`src/rtl/tcw_pkg.sv`:
```
`timescale 1ns / 1ps
// ----------------------------------------------------------------------------
// tcw_pkg: shared types and constants for the text console character writer
// Command codes, control characters, port field widths and the controller to
// datapath command and status groups.
// ----------------------------------------------------------------------------
package tcw_pkg;

    localparam int DEFAULT_SCREEN_WIDTH  = 80;
    localparam int DEFAULT_SCREEN_HEIGHT = 25;

    localparam int COLOR_W    = 8;
    localparam int CHAR_W     = 8;
    localparam int POS_IN_W   = 8;
    localparam int COL_OUT_W  = 7;
    localparam int ROW_OUT_W  = 5;
    localparam int LIN_OUT_W  = 11;
    localparam int CELL_W     = 16;
    localparam int CMD_W      = 2;
    localparam int S_TDATA_W  = 24;
    localparam int M_TDATA_W  = 40;

    localparam logic [COLOR_W-1:0] RESET_COLOR = 8'h07;
    localparam logic [CELL_W-1:0]  RESET_CELL  = 16'h0720;

    localparam logic [CHAR_W-1:0] CH_BS    = 8'd8;
    localparam logic [CHAR_W-1:0] CH_TAB   = 8'd9;
    localparam logic [CHAR_W-1:0] CH_LF    = 8'd10;
    localparam logic [CHAR_W-1:0] CH_CR    = 8'd13;
    localparam logic [CHAR_W-1:0] CH_SPACE = 8'h20;

    typedef enum logic [CMD_W-1:0] {
        CMD_PUT   = 2'd0,
        CMD_SET   = 2'd1,
        CMD_CLEAR = 2'd2,
        CMD_READ  = 2'd3
    } cmd_t;

    // What the sweep does with the cell under the scan pointer this cycle
    typedef enum logic [1:0] {
        STEP_NONE,
        STEP_COPY,
        STEP_BLANK,
        STEP_INIT
    } step_t;

    typedef enum logic [1:0] {
        LOAD_NONE,
        LOAD_ZERO,
        LOAD_ROW1,
        LOAD_LAST_ROW
    } scan_load_t;

    typedef struct packed {
        logic       accept;
        logic       exec;
        logic       read_cell;
        logic       load_out;
        step_t      step;
        scan_load_t load;
    } ctl_cmd_t;

    typedef struct packed {
        logic scan_last;
        logic need_scroll;
        logic is_clear;
        logic read_hit;
    } dp_status_t;

endpackage

```
`src/rtl/tcw_ctrl.sv`:
```
`timescale 1ns / 1ps
// ----------------------------------------------------------------------------
// tcw_ctrl: command sequencer
// Runs the reset clearing pass, takes one request at a time, steps the scroll,
// blank and clear sweeps and owns the result valid flag.
// ----------------------------------------------------------------------------
module tcw_ctrl (
    input  logic                clk,
    input  logic                rst_n,
    input  logic                s_tvalid,
    output logic                s_tready,
    output logic                m_tvalid,
    input  logic                m_tready,
    input  tcw_pkg::dp_status_t sts,
    output tcw_pkg::ctl_cmd_t   ctl
);

    typedef enum logic [2:0] {
        ST_INIT,
        ST_IDLE,
        ST_EXEC,
        ST_SCROLL,
        ST_BLANK,
        ST_CLEAR,
        ST_READ,
        ST_DONE
    } state_t;

    state_t state_reg, state_next;
    logic   m_tvalid_reg, m_tvalid_next;
    logic   out_free;

    assign out_free = !m_tvalid_reg || m_tready;

    always_comb
    begin
        state_next    = state_reg;
        ctl.accept    = 1'b0;
        ctl.exec      = 1'b0;
        ctl.read_cell = 1'b0;
        ctl.load_out  = 1'b0;
        ctl.step      = tcw_pkg::STEP_NONE;
        ctl.load      = tcw_pkg::LOAD_NONE;
        unique case (state_reg)
            ST_INIT:
            begin
                ctl.step = tcw_pkg::STEP_INIT;
                if (sts.scan_last)
                begin
                    state_next = ST_IDLE;
                end
            end
            ST_IDLE:
            begin
                ctl.accept = s_tvalid;
                if (s_tvalid)
                begin
                    state_next = ST_EXEC;
                end
            end
            ST_EXEC:
            begin
                ctl.exec = 1'b1;
                priority if (sts.is_clear)
                begin
                    ctl.load   = tcw_pkg::LOAD_ZERO;
                    state_next = ST_CLEAR;
                end
                else if (sts.need_scroll)
                begin
                    ctl.load   = tcw_pkg::LOAD_ROW1;
                    state_next = ST_SCROLL;
                end
                else if (sts.read_hit)
                begin
                    ctl.read_cell = 1'b1;
                    state_next    = ST_READ;
                end
                else if (out_free)
                begin
                    ctl.load_out = 1'b1;
                    state_next   = ST_IDLE;
                end
                else
                begin
                    state_next = ST_DONE;
                end
            end
            ST_SCROLL:
            begin
                ctl.step = tcw_pkg::STEP_COPY;
                if (sts.scan_last)
                begin
                    ctl.load   = tcw_pkg::LOAD_LAST_ROW;
                    state_next = ST_BLANK;
                end
            end
            ST_BLANK,
            ST_CLEAR:
            begin
                ctl.step = tcw_pkg::STEP_BLANK;
                if (sts.scan_last)
                begin
                    state_next = ST_DONE;
                end
            end
            ST_READ,
            ST_DONE:
            begin
                if (out_free)
                begin
                    ctl.load_out = 1'b1;
                    state_next   = ST_IDLE;
                end
                else
                begin
                    state_next = ST_DONE;
                end
            end
        endcase
    end

    assign m_tvalid_next = ctl.load_out ? 1'b1 : (m_tready ? 1'b0 : m_tvalid_reg);

    always_ff @(posedge clk or negedge rst_n)
    begin
        if (!rst_n)
        begin
            state_reg    <= ST_INIT;
            m_tvalid_reg <= 1'b0;
        end
        else
        begin
            state_reg    <= state_next;
            m_tvalid_reg <= m_tvalid_next;
        end
    end

    assign s_tready = (state_reg == ST_IDLE);
    assign m_tvalid = m_tvalid_reg;

endmodule

```
`config.mk`:
```
export PLATFORM = sky130hd
export DESIGN_NAME = tcw_ctrl
export DESIGN_NICKNAME = d
export VERILOG_FILES = /design/src/rtl/tcw_pkg.sv /design/src/rtl/tcw_ctrl.sv
export SDC_FILE = /design/constraint.sdc
export NUM_CORES = 1
export LEC_CHECK = 0
export ABC_AREA = 1
export BUFFER_PORTS_ARGS = -buffer_cell sky130_fd_sc_hd__buf_2
export CAP_MARGIN = 20
export CORE_AREA = 3 3 40 42
export DETAILED_ROUTE_END_ITERATION = 10
export DIE_AREA = 0 0 43 45
export SYNTH_ARGS = -nofsm -noshare
export SYNTH_HDL_FRONTEND = slang
export SYNTH_SLANG_ARGS = --single-unit
```
`constraint.sdc`:
```
create_clock -name clk -period 1.45 [get_ports clk]
set_input_delay 0.145 -clock clk [delete_from_list [all_inputs] [get_ports clk]]
set_output_delay 0.145 -clock clk [all_outputs]
set_load 0.01 [all_outputs]
```
==> qor.txt <==
Top delay family on crit path: flip-flops
Root buf cell: clkbuf_4
Sequential share of power: 0.196
Max reg flops: 3
Clk sinks: 4
Ys async rst share: 1.00
Startpoint types: flop
Area after DPL: 515 µm²
GRT met1 Usage: 0.154
TritonCTS clock tree: built
Max-slew violations: 0
Detail Route Antenna Nets: 0
Non-Filler Instances: 106
Arrival @ worst endpoint: 1.34 ns
I/O pin cnt: 18
Unrepaired setup endpoints after global routing: true
Layout Nets: 101
Final Hold Viols: 0
WS Path Type: reg -> out
Worst Hold Slack: 0.225 ns
Inst Count DP: 95
First-pass GRT wire length: 1.66 mm
# diodes: 0
Vias in the first global route: 427
Pwr dens: 2030 mW/mm²
Layout cells sized above 1: 0.516
Via-per-instance ratio: 4.57
Fill count: 138
Sw Pwr: 0.000621 W
Status: finished with violations
Chip Width: 43 µm
Worst-Skew Late Latency: 0.23 ns
Initial antenna violation count: 0
Syn Nets: 72
Hpwl dp: 815 µm
Count of input and output buffers: 17
Die height: 45 µm
RD Place Congestion: 0.835
Seq cells post-synth: 4
Initial Util: 0.329
Max_slew headroom: 0.862
Crit path required time: 1.31 ns
Slowest-stage cell, CP: dfrtp_2
Grt ovf: 0
Number of cell rows: 13
Failing checks: negative setup slack
Clk pwr share: 0.102
Crit-path cells: nor2_4, nand2_2, or2_4, o21ai_2, buf_2
Worst-path maximum fanout: 6
Largest net degree at the start of global routing: 7
Crit. End Element: primary output
Leakage power total: 0.381 nW
Drt first pass iters: 4
Min-Delay Path Class: in -> reg
Combinational power share: 0.702
Max H-tree Level: 1
Crit share post-route: 1.02
Wire per inst: 10.4 µm
Worst Tran Pin Value: 0.206 ns
Die ar.: 0.00194 mm²
Register area share after synthesis: 0.237
WP buf/inv: 1
Main synth FF type: dfrtp_1
Switching power share of the total: 0.483
Layout Skew: 0.000519 ns
Routed WL: 1.11 mm
Max clock buf depth: 2
Mapped Cells: 64
Netlist Area Pre-Place: 423 µm²
Total CTS buffers: 3
Grt met3 use: 0.0478
Synth unique cells: 20
Maximum vdd drop: 0.883 mV
M2 GR Usage: 0.183
Number of synthesized flops with an enable pin: 0
Gr busiest metal: met2
Synthesis-to-finish area growth: 50.0%
Largest stage delay, worst path: 0.47 ns
CTS clk-pin slew, worst paths: 0.04 ns
Final Cell Area: 634 µm²
Worst slack at placement: 0.0885 ns
Syn Area/Cell: 6.61 µm²
Vias: 484
Post-layout util: 0.494
Ys Warns: 0
Final WS setup: -0.0323 ns
Peak Freq: 675 MHz
Cell internal pwr: 0.000664 W
Initial DRC Count: 12
Max Cap Viol: 0
# setup viols final: 2
DRC Markers: 0
Minimum clock period: 1.48 ns
Core area: 0.00128 mm²
Tot GR Track Use: 0.114
[tightest hold or removal path, delay by kind of cell]
family | cells | cell delay [ns]
AOI/OAI and AO/OA | 1 | 0.06
buffers and inverters | 1 | 0.09
and+or+nand+nor | 2 | 0.11
[power by group through the flow]
stage	Sequential (W)	Clock [W]	Combinational (W)
global route	0.000261	0.000154	0.000989
floorplan	0.000231	0	0.000529
global placement	0.000249	0	0.000699
finish	0.000252	0.000131	0.000902
CTS	0.000246	0.000139	0.000795
detailed placement	0.000253	0	0.000692
[layout make-up]
class                      instances  area (µm²)  area share
multi-input combinational         44         277       0.436
timing repair buffer              26         159       0.250
tap                               15        18.8      0.0296
sequential                         4         103       0.162
inverter                          14        55.1      0.0868
clock buffer                       3        22.5      0.0355
[cell usage after synthesis, types with 2 or more instances]
cell type | number | area share
nor2_1 | 4 | 0.035
nand2_2 | 2 | 0.030
nor2_4 | 2 | 0.053
nand3_1 | 5 | 0.059
o21ai_2 | 2 | 0.041
nand3_2 | 2 | 0.047
o22ai_1 | 2 | 0.030
a21oi_1 | 2 | 0.024
nand2_1 | 16 | 0.14
dfrtp_1 | 4 | 0.24
inv_1 | 13 | 0.12
nand2_4 | 2 | 0.053
[placed cells by master, fill, tap and decap left out, types with 2 or more instances in the layout]
master	synthesis	final
a21oi_1	2	2
buf_2	0	17
buf_4	1	7
clkbuf_4	0	3
dfrtp_1	4	2
dfrtp_2	0	2
inv_1	13	12
nand2_1	16	14
nand2_2	2	4
nand2_4	2	2
nand3_1	5	5
nand3_2	2	2
nor2_1	4	4
nor2_4	2	2
o21ai_2	2	2
[cells by family after synthesis]
family	after synthesis	synth area share
buffers and inverters	16	0.169
AOI/OAI and AO/OA	7	0.112
and+or+nand+nor	37	0.482
DFF	4	0.237
[per-stage QoR]
stage	TNS [ns]	power [W]
3_3_place_gp	0	0.000948
6_report	-0.0619	0.00129
4_1_cts	-0.0624	0.00118
5_1_grt	-0.460	0.00140
3_5_place_dp	0	0.000945
2_1_floorplan	0	0.000760
[final timing paths]
kind	start	end	slack [ns]	cells past startpoint
hold reg to reg	m_tvalid$_DFFE_PN0P_	m_tvalid$_DFFE_PN0P_	0.57	2
max in group asynchronous	rst_n	state_reg[1]$_DFFE_PN0P_	1.07	2
setup / recovery	state_reg[0]$_DFFE_PN0P_	ctl[4]	-0.03	5
hold / removal	sts[3]	state_reg[0]$_DFFE_PN0P_	0.22	4
setup reg to reg	state_reg[2]$_DFFE_PN0P_	state_reg[1]$_DFFE_PN0P_	0.11	9
min in group asynchronous	rst_n	m_tvalid$_DFFE_PN0P_	0.25	2
[layer usage]
layer / vias to the layer above / wire length (µm)
li1: 254 / -
met2: 14 / 512
met5: - / 0
met3: 0 / 46
met4: 0 / 0
met1: 216 / 546
[what timing repair did]
item	4_1_cts	5_1_grt
hold endpoints to repair	4	0
pin swaps	2	3
setup endpoints to repair	5	5
resized for setup	3	7
buffers inserted	5	2
gates cloned	0	0
hold buffers	1	0
(Power assumes the default switching activity.)
